==> src/rtl/feel_pkg.sv <==
// Shared types and constants for the flash EEPROM emulation log.
// Used by the controller, the datapath and the top level.
package feel_pkg;

  localparam int PAGE_WORDS = 256;
  localparam int SLOT_W     = $clog2(PAGE_WORDS);
  localparam int NS_W       = SLOT_W + 1;
  localparam int MEM_AW     = SLOT_W + 1;
  localparam int MEM_DEPTH  = 2 * PAGE_WORDS;

  localparam logic [1:0] REQ_READ  = 2'd0;
  localparam logic [1:0] REQ_WRITE = 2'd1;
  localparam logic [1:0] REQ_ERASE = 2'd2;

  typedef struct packed {
    logic [1:0]  req_type;
    logic [15:0] addr;
    logic [15:0] value;
  } feel_in_t;

  typedef struct packed {
    logic [15:0] read_data;
    logic        found;
    logic        status;
    logic [6:0]  usage_percent;
    logic [15:0] erase_cycles;
    logic        current_page;
  } feel_out_t;

  typedef struct packed {
    logic ld_req;
    logic rd_init;
    logic rd_issue;
    logic rd_check;
    logic rd_dec;
    logic cp_init;
    logic sc_init;
    logic sc_issue;
    logic sc_check;
    logic cp_emit;
    logic cp_swap;
    logic append;
    logic erase_all;
  } feel_cmd_t;

  typedef struct packed {
    logic [1:0] req_type;
    logic       empty;
    logic       full;
    logic       hit;
    logic       rd_last;
    logic       sc_last;
    logic       best_found;
  } feel_sts_t;

endpackage

==> src/rtl/feel_ctl.sv <==
// Controller state machine sequencing reads, appends, compaction and erase.
// Depends on feel_pkg.
module feel_ctl
  import feel_pkg::*;
(
  input  logic      clk,
  input  logic      rst_n,
  input  logic      start,
  output logic      busy,
  output logic      done,
  input  feel_sts_t sts,
  output feel_cmd_t cmd
);

  typedef enum logic [10:0] {
    S_IDLE     = 11'b000_0000_0001,
    S_DISPATCH = 11'b000_0000_0010,
    S_RD_ISSUE = 11'b000_0000_0100,
    S_RD_CHECK = 11'b000_0000_1000,
    S_CP_FMT   = 11'b000_0001_0000,
    S_SC_ISSUE = 11'b000_0010_0000,
    S_SC_CHECK = 11'b000_0100_0000,
    S_CP_EMIT  = 11'b000_1000_0000,
    S_APPEND   = 11'b001_0000_0000,
    S_DONE     = 11'b010_0000_0000,
    S_SPARE    = 11'b100_0000_0000
  } feel_state_t;

  feel_state_t state_r, state_nxt;

  always_comb begin
    state_nxt = state_r;
    cmd       = '0;
    case (state_r)
      S_IDLE: begin
        if (start) begin
          cmd.ld_req = 1'b1;
          state_nxt  = S_DISPATCH;
        end
      end
      S_DISPATCH: begin
        case (sts.req_type)
          REQ_READ: begin
            if (sts.empty) begin
              state_nxt = S_DONE;
            end else begin
              cmd.rd_init = 1'b1;
              state_nxt   = S_RD_ISSUE;
            end
          end
          REQ_WRITE: state_nxt = sts.full ? S_CP_FMT : S_APPEND;
          REQ_ERASE: begin
            cmd.erase_all = 1'b1;
            state_nxt     = S_DONE;
          end
          default: state_nxt = S_DONE;
        endcase
      end
      S_RD_ISSUE: begin
        cmd.rd_issue = 1'b1;
        state_nxt    = S_RD_CHECK;
      end
      S_RD_CHECK: begin
        cmd.rd_check = 1'b1;
        if (sts.hit || sts.rd_last) begin
          state_nxt = S_DONE;
        end else begin
          cmd.rd_dec = 1'b1;
          state_nxt  = S_RD_ISSUE;
        end
      end
      S_CP_FMT: begin
        cmd.cp_init = 1'b1;
        cmd.sc_init = 1'b1;
        state_nxt   = S_SC_ISSUE;
      end
      S_SC_ISSUE: begin
        cmd.sc_issue = 1'b1;
        state_nxt    = S_SC_CHECK;
      end
      S_SC_CHECK: begin
        cmd.sc_check = 1'b1;
        state_nxt    = sts.sc_last ? S_CP_EMIT : S_SC_ISSUE;
      end
      S_CP_EMIT: begin
        // Each pass over the old page yields the next address in ascending order.
        if (sts.best_found) begin
          cmd.cp_emit = 1'b1;
          cmd.sc_init = 1'b1;
          state_nxt   = S_SC_ISSUE;
        end else begin
          cmd.cp_swap = 1'b1;
          state_nxt   = S_APPEND;
        end
      end
      S_APPEND: begin
        cmd.append = 1'b1;
        state_nxt  = S_DONE;
      end
      S_DONE:  state_nxt = S_IDLE;
      default: state_nxt = S_IDLE;
    endcase
  end

  always_ff @(posedge clk) begin
    if (!rst_n) begin
      state_r <= S_IDLE;
    end else begin
      state_r <= state_nxt;
    end
  end

  assign busy = (state_r != S_IDLE);
  assign done = (state_r == S_DONE);

endmodule

==> config.mk <==
export PLATFORM = sky130hd
export DESIGN_NAME = feel_ctl
export DESIGN_NICKNAME = d
export VERILOG_FILES = /design/src/rtl/feel_pkg.sv /design/src/rtl/feel_ctl.sv
export SDC_FILE = /design/constraint.sdc
export NUM_CORES = 1
export LEC_CHECK = 0
export BUFFER_PORTS_ARGS = -buffer_cell sky130_fd_sc_hd__buf_2
export CAP_MARGIN = 0
export CORE_UTILIZATION = 51
export DETAILED_ROUTE_END_ITERATION = 12
export PLACE_DENSITY = 0.89
export SLEW_MARGIN = 15
export SYNTH_ARGS = -nofsm -noshare
export SYNTH_HDL_FRONTEND = slang
export SYNTH_SLANG_ARGS = --single-unit
==> constraint.sdc <==
create_clock -name clk -period 2.2 [get_ports clk]
set_input_delay 0.22 -clock clk [delete_from_list [all_inputs] [get_ports clk]]
set_output_delay 0.22 -clock clk [all_outputs]
set_load 0.02 [all_outputs]
# --- After elaboration in Yosys (flattened, before gate mapping) ---
# Cells that the tools add are included.
op_classes:
  eq_ne: 14
  n_reduce_logical: 2
  mux: 26
ops:
  columns: ["op", "count"]
  rows:
  - ["$pmux W11 S9", 1]
  - ["$mux W10", 2]
  - ["$pmux W10 S2", 1]
  - ["$mux W9", 2]
  - ["$mux W1", 15]
  - ["$eq A11 B1 Y1 const B", 1]
  - ["$eq A11 B10 Y1 const B", 1]
  - ["$eq A11 B2 Y1 const B", 1]
  - ["$eq A11 B3 Y1 const B", 1]
  - ["$eq A11 B4 Y1 const B", 1]
  - ["$eq A11 B5 Y1 const B", 1]
  - ["$eq A11 B6 Y1 const B", 1]
  - ["$eq A11 B7 Y1 const B", 1]
  - ["$eq A11 B8 Y1 const B", 1]
  - ["$eq A11 B9 Y1 const B", 1]
  - ["$mux W11", 1]
  - ["$ne A11 B1 Y1 const B", 1]
  - ["$mux W8", 1]
  - ["$mux W2", 2]
  - ["$eq A2 B1 Y1 const B", 1]
  - ["$eq A2 B2 Y1 const B", 1]
  - ["$logic_not A2 Y1", 1]
  - ["$ne A2 B2 Y1 const B", 1]
  - ["$pmux W1 S2", 1]
  - ["$logic_or A1 B1 Y1", 1]
word_totals:
  input_bits: 11
  ff_bits: 11
  output_inout_bits: 15
  word_cells: 43

# --- Logic depth before layout (Yosys ltp) ---
# Gate-level depths: netlist of run 1.
logic_depth:
  word_depth: 3
  depth_mapped: 6
  mapped_depth_nobuf: 6

# --- Worst setup path after synthesis of run 1 ---
# OpenSTA, ideal clock, no wires.
synth_timing:
  path_type: "register to output"
  from: "register state_r[7]"
  to: "output cmd[0] (netlist name)"
  stages_incl_launch_ff: 4
  arrival_time_ns: 1.655
  path_buffers: 0
  t_required_ns: 1.980
  slack_ns: 0.325
  cell_sequence: "dfxtp_1 nor4_4 nand3_4 nor4b_1"
synth_rtl:
  columns: ["item", "line", "text"]
  rows:
  - ["from (decl)", "feel_ctl.sv:29", "feel_state_t state_r, state_nxt;"]
  - ["from (signal assigned)", "feel_ctl.sv:109", "state_r <= state_nxt;"]
  - ["to (decl)", "feel_ctl.sv:12", "output feel_cmd_t cmd"]

==> reports/qor.csv, run 1 <==
stage,metric,value,unit
yosys,Yosys reg bits,10,
global_route,Total GRT Usage,24.71,%
hold_path,worst min path class,in2reg,
critical_path,critical path required time,1.98,ns
pwr,Clock power frac,36.2,%
timing,clock skew,0.004398,ns
die,CORE AREA,1334,um2
routing,DR vias,749,
cts,Post-CTS Setup Inserts,0,
critical_path,Crit. End Element,output pin,
cts,H-tree depth,1,
place,dpl cells,124,
critical_path,slowest CP cell,nor4_4,
cts,hold_buf cts,0,
routing,drt wl/cell,14.00,um
hold_path,hold path start,sts[4],
cells_and_area,max reg flops,10,
pwr,Sw Share,29.43,%
critical_path,Worst R2R Path Depth,6,
critical_path,R2R Setup Slk,0.53,ns
global_route,remaining global-route overflow,0,
pwr,power share of the sequential group,42.2,%
routing,router iterations before antenna repair,4,
global_route,vias in the first global route,614,
place,pre-CTS WS,0.4661,ns
cts,clock buffer depth,2,
pwr,combinational cell fraction of total power,21.6,%
global_route,global-route wire length before repair,2.663,mm
hold_path,hold path endpoint,state_r[4],
cts,clock root cell,clkbuf_4,
timing,minimum clock period,2.020,ns
routing,drt drc,0,
cells_and_area,ant diodes,0,
cells_and_area,Layout area overhead,24.32,%
place,I/O Buffers,25,
yosys,"Seq/Total Area, Yosys",27.03,%
yosys,Synth cell types,40,
cells_and_area,# nets final,125,
timing,final setup fails,0,
global_route,largest net degree at the start of global routing,9,
critical_path,RR Startpoint,state_r[7],
cells_and_area,largest reg by FF count,state_r,
timing,fin. max-slew vios,0,
critical_path,CP Max Fanout,8,
timing,Post-Route Setup TNS,0,ns
critical_path,Startpoint Class,flip-flop,
place,placed cell area,884.6,um2
yosys,Mapped Cells,84,
critical_path,critical path cell sequence,nor4_4 -> nand2_1 -> nor4_2 -> buf_2,
routing,initial DRC count,14,
timing,final worst slack,0.1802,ns
pwr,LEAKAGE,0.4145,nW
cells_and_area,Finished Cell Area,920.9,um2
cts,worst-skew pair later-pin latency,0.27,ns
hold_path,Hold Path Cell Cnt,3,
die,Die Wd,40.11,um
die,num ports,26,
place,Post-DP HPWL,1.451,mm
cts,CTS sink count,10,
pwr,switching power total,138.0,uW
cells_and_area,Finished Layout Cells,128,
die,total die area,1609,um2
die,Die Y,40.11,um
critical_path,"Largest stage delay, worst path",0.44,ns
yosys,syn avg cell area,8.818,um2
timing,Min Hold Slack,0.1847,ns
timing,RSZ-0062 raised after global routing,false,
yosys,Mapped Nets,95,
cts,Worst-path clk slew,0.07,ns
die,row cnt,13,
cells_and_area,top flop regs,state_r: 10 flops,
critical_path,crit path DAT,1.80,ns
run,Max Cap Viol,0,
timing,final hold vios,0,
yosys,synth warn,0,
routing,vias per cell,5.852,
cells_and_area,share of cells above drive strength 1,40.71,%
yosys,synthesized cell area,740.7,um2
place,GP Congestion,0.7354,
critical_path,R2R Path End,state_r[8],
critical_path,Setup CP Type,reg2out,
cts,CTS tree,built,
timing,actual slew at the worst max-slew pin,0.3830,ns
cts,CTS buffer count,3,
cts,CTS resizes,0,
pwr,pwr dens,509.1,nW/um2
routing,Routed Antenna Nets,0,
die,starting density of the core,55.53,%
status,result of the run,completed,
timing,headroom to the max-slew limit,74.27,%
pwr,worst vdd ir,399.0,uV
timing,period utilization,91.81,%
global_route,initial antenna violation count,0,
routing,routed wire length,1.792,mm
cells_and_area,Final Util,69.04,%
pwr,Pint,330.9,uW
pwr,total power,468.8,uW
timing,Max Clk Rate,0.4951,GHz
## area by class of cell
type | instances | area, um2
Multi-Input combinational cell | 71 | 529.3
Fill cell | 117 | 412.9
Sequential cell | 10 | 200.2
Timing Repair Buffer | 25 | 125.1
Clock buffer | 4 | 36.28
Tap cell | 15 | 18.77
Inverter | 3 | 11.26
## metal layers
metal	up-vias	global-route usage, %	share of wire, %
met5	-	0	0
met2	24	41.53	50
met3	4	3.889	3.1
met1	356	30.54	44
met4	0	11.21	2.1
li1	365	-	-
## cells in the mapped netlist
cell / number / share of area [%]
a211o_1: 1 / 1.2
a21oi_1: 1 / 0.68
a21oi_2: 1 / 1.2
and2_1: 1 / 0.85
and2b_1: 1 / 1.0
and2b_2: 1 / 1.2
and3_1: 2 / 1.7
and4bb_2: 1 / 1.7
dfxtp_1: 10 / 27
inv_1: 2 / 1.0
inv_2: 1 / 0.51
mux2i_1: 1 / 1.4
nand2_1: 7 / 3.5
nand2b_1: 4 / 3.4
nand3_1: 1 / 0.68
nand3_2: 1 / 1.4
nand3_4: 1 / 2.4
nand3b_1: 1 / 1.0
nand4_1: 1 / 0.85
nor2_1: 10 / 5.1
nor2_4: 1 / 1.5
nor2b_1: 4 / 3.4
nor2b_4: 1 / 1.9
nor3_1: 1 / 0.68
nor3b_1: 2 / 2.0
nor3b_2: 1 / 1.7
nor4_1: 3 / 2.5
nor4_2: 2 / 3.4
nor4_4: 2 / 5.7
nor4b_1: 2 / 2.4
o21ai_0: 4 / 2.7
o21ai_4: 1 / 2.2
o21ba_2: 3 / 4.1
o21bai_1: 1 / 1.0
o22ai_1: 1 / 0.85
or2b_1: 1 / 1.0
or3_1: 1 / 0.85
or4_1: 1 / 1.0
xnor2_1: 1 / 1.2
xor2_1: 2 / 2.4
## worst max-delay path by stage
stage	start	to	slack, ns	cells after the start
CTS	state_r[8]	cmd[6]	0.18	4
global placement	state_r[8]	cmd[2]	0.49	4
detailed placement	state_r[8]	cmd[6]	0.47	4
global route	state_r[8]	cmd[6]	0.07	4
floorplan	state_r[7]	cmd[0]	0.32	3
finish	state_r[8]	cmd[6]	0.18	4
## cell usage in the layout (no fill, tap or decap), types with 3 or more instances in the layout
cell and count:
buf_2 25, nor2_1 10, dfxtp_1 10, nand2_1 7, nor2b_1 4, nand2b_1 4, o21ai_0 4, o21ba_2 3
nor4_1 3, clkbuf_4 3
## worst max-delay path: cells and delay by family, from the launching register on
kind | cells | cell delay, ns
simple gates | 3 | 0.90
flops | 1 | 0.40
buf+inv | 1 | 0.23
## power by group through the flow
stage          clock [mW]  combinational [mW]  sequential, mW
6_report            0.170               0.101           0.198
5_1_grt             0.175               0.109           0.198
4_1_cts             0.168               0.102           0.198
3_5_place_dp            0               0.101           0.202
3_3_place_gp            0              0.0972           0.201
2_1_floorplan           0              0.0707           0.199
## cells by family after synthesis
group,count (synthesis),synth area share [%]
multiplexers,1,1.351
flip-flops,10,27.03
AND/OR/NAND/NOR,54,52.70
buffers and inverters,3,1.520
AO/OA/AOI/OAI,13,13.85
XOR/XNOR,3,3.548
No activity file was read; power rests on OpenSTA's default activity.
==> run 2, diff against run 1 <==
- BUFFER_PORTS_ARGS: -buffer_cell sky130_fd_sc_hd__buf_2 -> default
- CORE_AREA: default -> 2 2 39 41
- CORE_UTILIZATION: 51 -> default
- DIE_AREA: default -> 0 0 41 43
- DONT_BUFFER_PORTS: default -> 1
- PLACE_DENSITY: 0.89 -> 0.79
==> reports/qor.csv, run 2 (synthesis results as in run 1) <==
stage,metric,value,unit,change
status,result of the run,completed,,unchanged
timing,minimum clock period,1.948,ns,was 2.020 ns
hold_path,worst min path class,in2reg,,unchanged
die,Die Y,43,um,was 40.11 um
pwr,Pint,283.4,uW,was 330.9 uW
cts,CTS sink count,10,,unchanged
timing,actual slew at the worst max-slew pin,0.4437,ns,was 0.3830 ns
run,Max Cap Viol,0,,unchanged
cells_and_area,largest reg by FF count,state_r,,unchanged
cells_and_area,Finished Layout Cells,109,,was 128
timing,RSZ-0062 raised after global routing,false,,unchanged
cts,H-tree depth,1,,unchanged
die,num ports,26,,unchanged
critical_path,critical path required time,1.98,ns,about the same
pwr,Clock power frac,31.3,%,was 36.2%
die,row cnt,14,,was 13
timing,final hold vios,0,,unchanged
timing,clock skew,0.001704,ns,was 0.004398 ns
routing,drt drc,0,,unchanged
place,Post-DP HPWL,1.251,mm,was 1.451 mm
cells_and_area,top flop regs,state_r: 10 flops,,unchanged
timing,Post-Route Setup TNS,0,ns,unchanged
routing,drt wl/cell,14.56,um,was 14.00 um
die,CORE AREA,1384,um2,was 1334 um2
cells_and_area,max reg flops,10,,unchanged
routing,routed wire length,1.587,mm,was 1.792 mm
cells_and_area,share of cells above drive strength 1,27.96,%,was 40.71%
timing,Max Clk Rate,0.5133,GHz,was 0.4951 GHz
pwr,LEAKAGE,0.3190,nW,was 0.4145 nW
global_route,initial antenna violation count,0,,unchanged
place,I/O Buffers,0,,was 25
pwr,switching power total,121.5,uW,was 138.0 uW
cts,Worst-path clk slew,0.07,ns,about the same
die,Die Wd,41,um,was 40.11 um
global_route,Total GRT Usage,21.37,%,was 24.71%
die,total die area,1763,um2,was 1609 um2
pwr,pwr dens,488.8,nW/um2,was 509.1 nW/um2
cells_and_area,most frequent cells in the layout,"nor2_1, dfxtp_1, nand2_1, buf_4",,"was buf_2, nor2_1, dfxtp_1, nand2_1"
place,dpl cells,106,,was 124
routing,router iterations before antenna repair,4,,unchanged
pwr,Sw Share,30.00,%,was 29.43%
timing,Min Hold Slack,0.07468,ns,was 0.1847 ns
cts,Post-CTS Setup Inserts,0,,unchanged
cts,CTS buffer count,3,,unchanged
cts,CTS tree,built,,unchanged
pwr,power share of the sequential group,48.8,%,was 42.2%
routing,DR vias,630,,was 749
timing,headroom to the max-slew limit,70.31,%,was 74.27%
global_route,global-route wire length before repair,2.525,mm,was 2.663 mm
timing,fin. max-slew vios,0,,unchanged
cts,clock buffer depth,2,,unchanged
cells_and_area,Layout area overhead,11.82,%,was 24.32%
cts,worst-skew pair later-pin latency,0.26,ns,was 0.27 ns
critical_path,crit path DAT,1.73,ns,was 1.80 ns
cts,hold_buf cts,0,,unchanged
cts,clock root cell,clkbuf_4,,unchanged
pwr,worst vdd ir,369.9,uV,was 399.0 uV
cells_and_area,# nets final,106,,was 125
critical_path,Crit. End Element,output pin,,unchanged
cells_and_area,Final Util,59.86,%,was 69.04%
cells_and_area,ant diodes,0,,unchanged
place,GP Congestion,0.7708,,was 0.7354
global_route,vias in the first global route,572,,was 614
global_route,remaining global-route overflow,0,,unchanged
timing,period utilization,88.56,%,was 91.81%
pwr,total power,404.9,uW,was 468.8 uW
critical_path,CP Max Fanout,8,,unchanged
global_route,largest net degree at the start of global routing,9,,unchanged
critical_path,Setup CP Type,reg2out,,unchanged
routing,initial DRC count,11,,was 14
die,starting density of the core,53.53,%,was 55.53%
cts,CTS resizes,0,,unchanged
routing,vias per cell,5.780,,was 5.852
pwr,combinational cell fraction of total power,19.9,%,was 21.6%
critical_path,Startpoint Class,flip-flop,,unchanged
timing,final setup fails,0,,unchanged
routing,Routed Antenna Nets,0,,unchanged
-- run 2: critical path, stage by stage, from the launching register on --
cell	delay [ns]
dfxtp_1	0.52
nand2b_1	0.17
or4_1	0.41
nor2_1	0.37
-- run 2: stage by stage --
step                      instance area (um2)  worst slack [ns]
after global routing                    828.3            0.1120
after detailed placement                805.8            0.4655
after floorplan                         740.7            0.3249
after CTS                               828.3            0.2345
final                                   828.3            0.2517
after global placement                  805.8            0.4847
-- run 2: path summary, 6_finish.rpt --
path                   start         end  slack (ns)  depth (start not counted)
setup reg to reg  state_r[7]  state_r[8]        0.48                          6
hold / removal        sts[4]  state_r[4]        0.07                          2
setup / recovery  state_r[1]     cmd[11]        0.25                          3
hold reg to reg   state_r[5]  state_r[6]        0.57                          2
-- run 2: routing by layer --
layer	track usage, %	part of all wire, %
met1	29.32	46
met2	30.31	47
met3	3.665	6.3
met4	12.00	0.63
met5	0	0
-- run 2: cell type report --
class | count | area, um2
fillers | 125 | 555.5
multi-input cells | 71 | 529.3
flip-flops and latches | 10 | 200.2
repair buffers | 6 | 45.04
clock buffers | 3 | 22.52
well taps | 16 | 20.02
inverters | 3 | 11.26
-- run 2: power groups by stage --
stage                     combinational (mW)  sequential [mW]  clock, mW
after floorplan                       0.0707            0.199          0
after global placement                0.0798            0.201          0
after detailed placement              0.0808            0.201          0
after CTS                             0.0809            0.197      0.134
after global routing                  0.0899            0.198      0.143
final                                 0.0807            0.197      0.127
==> run 3, diff against run 2 <==
- PLACE_DENSITY: 0.79 -> 0.77
==> reports/qor.csv, run 3 (synthesis results as in run 1) <==
stage,metric,value,unit,change
die,Die Y,43,um,unchanged
cts,Worst-path clk slew,0.06,ns,was 0.07 ns
pwr,worst vdd ir,300.4,uV,was 369.9 uV
routing,drt drc,0,,unchanged
critical_path,critical path required time,1.98,ns,about the same
cells_and_area,Finished Layout Cells,109,,unchanged
routing,routed wire length,1.471,mm,was 1.587 mm
cells_and_area,most frequent cells in the layout,"nor2_1, dfxtp_1, nand2_1, buf_4",,unchanged
critical_path,Setup CP Type,reg2out,,unchanged
cts,H-tree depth,1,,unchanged
cts,hold_buf cts,0,,unchanged
global_route,vias in the first global route,574,,was 572
critical_path,Crit. End Element,output pin,,unchanged
cells_and_area,ant diodes,0,,unchanged
pwr,Sw Share,28.40,%,was 30.00%
cells_and_area,# nets final,106,,unchanged
routing,initial DRC count,5,,was 11
die,CORE AREA,1384,um2,unchanged
critical_path,Startpoint Class,flip-flop,,unchanged
critical_path,"Largest stage delay, worst path",0.43,ns,was 0.52 ns
die,num ports,26,,unchanged
timing,Max Clk Rate,0.5111,GHz,was 0.5133 GHz
cts,Post-CTS Setup Inserts,0,,unchanged
cells_and_area,Layout area overhead,11.82,%,unchanged
critical_path,crit path DAT,1.74,ns,was 1.73 ns
global_route,largest net degree at the start of global routing,9,,unchanged
die,total die area,1763,um2,unchanged
routing,vias per cell,5.881,,was 5.780
pwr,pwr dens,477.5,nW/um2,was 488.8 nW/um2
cts,worst-skew pair later-pin latency,0.26,ns,about the same
timing,Min Hold Slack,0.08698,ns,was 0.07468 ns
critical_path,critical path cell sequence,nor4_4 -> nand3_2 -> nor4_2 -> buf_4,,was nand2b_1 -> or4_1 -> nor2_1
routing,DR vias,641,,was 630
global_route,Total GRT Usage,20.83,%,was 21.37%
status,result of the run,completed,,unchanged
die,starting density of the core,53.53,%,unchanged
pwr,Clock power frac,30.0,%,was 31.3%
cts,CTS sink count,10,,unchanged
cells_and_area,Finished Cell Area,828.3,um2,unchanged
pwr,LEAKAGE,0.3190,nW,unchanged
timing,actual slew at the worst max-slew pin,0.4604,ns,was 0.4437 ns
global_route,global-route wire length before repair,2.415,mm,was 2.525 mm
place,GP Congestion,0.8151,,was 0.7708
run,Max Cap Viol,0,,unchanged
timing,headroom to the max-slew limit,69.20,%,was 70.31%
place,placed cell area,805.8,um2,unchanged
place,Post-DP HPWL,1.203,mm,was 1.251 mm
timing,final hold vios,0,,unchanged
global_route,initial antenna violation count,0,,unchanged
cells_and_area,share of cells above drive strength 1,27.96,%,unchanged
place,I/O Buffers,0,,unchanged
timing,fin. max-slew vios,0,,unchanged
timing,RSZ-0062 raised after global routing,false,,unchanged
die,Die Wd,41,um,unchanged
cts,CTS tree,built,,unchanged
pwr,switching power total,112.3,uW,was 121.5 uW
cells_and_area,Final Util,59.86,%,unchanged
timing,period utilization,88.94,%,was 88.56%
timing,Post-Route Setup TNS,0,ns,unchanged
cts,CTS resizes,0,,unchanged
die,row cnt,14,,unchanged
cells_and_area,max reg flops,10,,unchanged
critical_path,CP Max Fanout,8,,unchanged
cts,clock root cell,clkbuf_4,,unchanged
timing,clock skew,0.005317,ns,was 0.001704 ns
pwr,Pint,283.2,uW,was 283.4 uW
timing,final setup fails,0,,unchanged
pwr,combinational cell fraction of total power,20.0,%,was 19.9%
timing,minimum clock period,1.957,ns,was 1.948 ns
critical_path,slowest CP cell,nor4_4,,was dfxtp_1
routing,Routed Antenna Nets,0,,unchanged
pwr,power share of the sequential group,50.0,%,was 48.8%
place,dpl cells,106,,unchanged
routing,router iterations before antenna repair,4,,unchanged
routing,drt wl/cell,13.50,um,was 14.56 um
hold_path,worst min path class,in2reg,,unchanged
cells_and_area,largest reg by FF count,state_r,,unchanged
cts,CTS buffer count,3,,unchanged
global_route,remaining global-route overflow,0,,unchanged
cells_and_area,top flop regs,state_r: 10 flops,,unchanged
cts,clock buffer depth,2,,unchanged
## run 3: cell counts in the layout (fill, tap and decap cells not counted)
No cell type changed its count.
## run 3: area by class of cell
| cell class | count | area [um2] |
|---|---|---|
| timing repair buffer | 6 | 45.04 |
| multi-input combinational | 71 | 529.3 |
| clock buffer | 3 | 22.52 |
| tap | 16 | 20.02 |
| fill | 120 | 555.5 |
| inverter | 3 | 11.26 |
| sequential | 10 | 200.2 |
## run 3: routing by layer
layer	routed length, um	GRT usage [%]
met5	0	0
met4	21	14.00
met3	102	4.712
met2	750	30.63
met1	597	25.66
## run 3: through the flow
| stage | power (mW) | setup slack [ns] |
|---|---|---|
| 3_3_place_gp | 0.2800 | 0.4919 |
| 2_1_floorplan | 0.2696 | 0.3249 |
| 6_report | 0.3955 | 0.2433 |
| 4_1_cts | 0.3998 | 0.2401 |
| 5_1_grt | 0.4195 | 0.1210 |
| 3_5_place_dp | 0.2810 | 0.4558 |
## run 3: critical path, delay by kind of cell (launching register included)
kind          cells  cell delay (ns)
buf+inv           1             0.20
simple gates      3             0.88
flops             1             0.39
## run 3: path summary, 6_finish.rpt
check,from,endpoint,slack (ns),depth (start not counted)
worst max-delay path,state_r[8],cmd[8],0.24,4
worst min-delay path,sts[4],state_r[4],0.09,2
worst max register to register,state_r[8],state_r[7],0.44,4
worst min register to register,state_r[5],state_r[6],0.57,2
## run 3: power by group through the flow
stage               combinational (mW)  sequential (mW)  clock, mW
finish                          0.0792            0.198      0.119
CTS                             0.0798            0.198      0.122
detailed placement              0.0795            0.201          0
global placement                0.0786            0.201          0
floorplan                       0.0707            0.199          0
global route                    0.0876            0.199      0.133
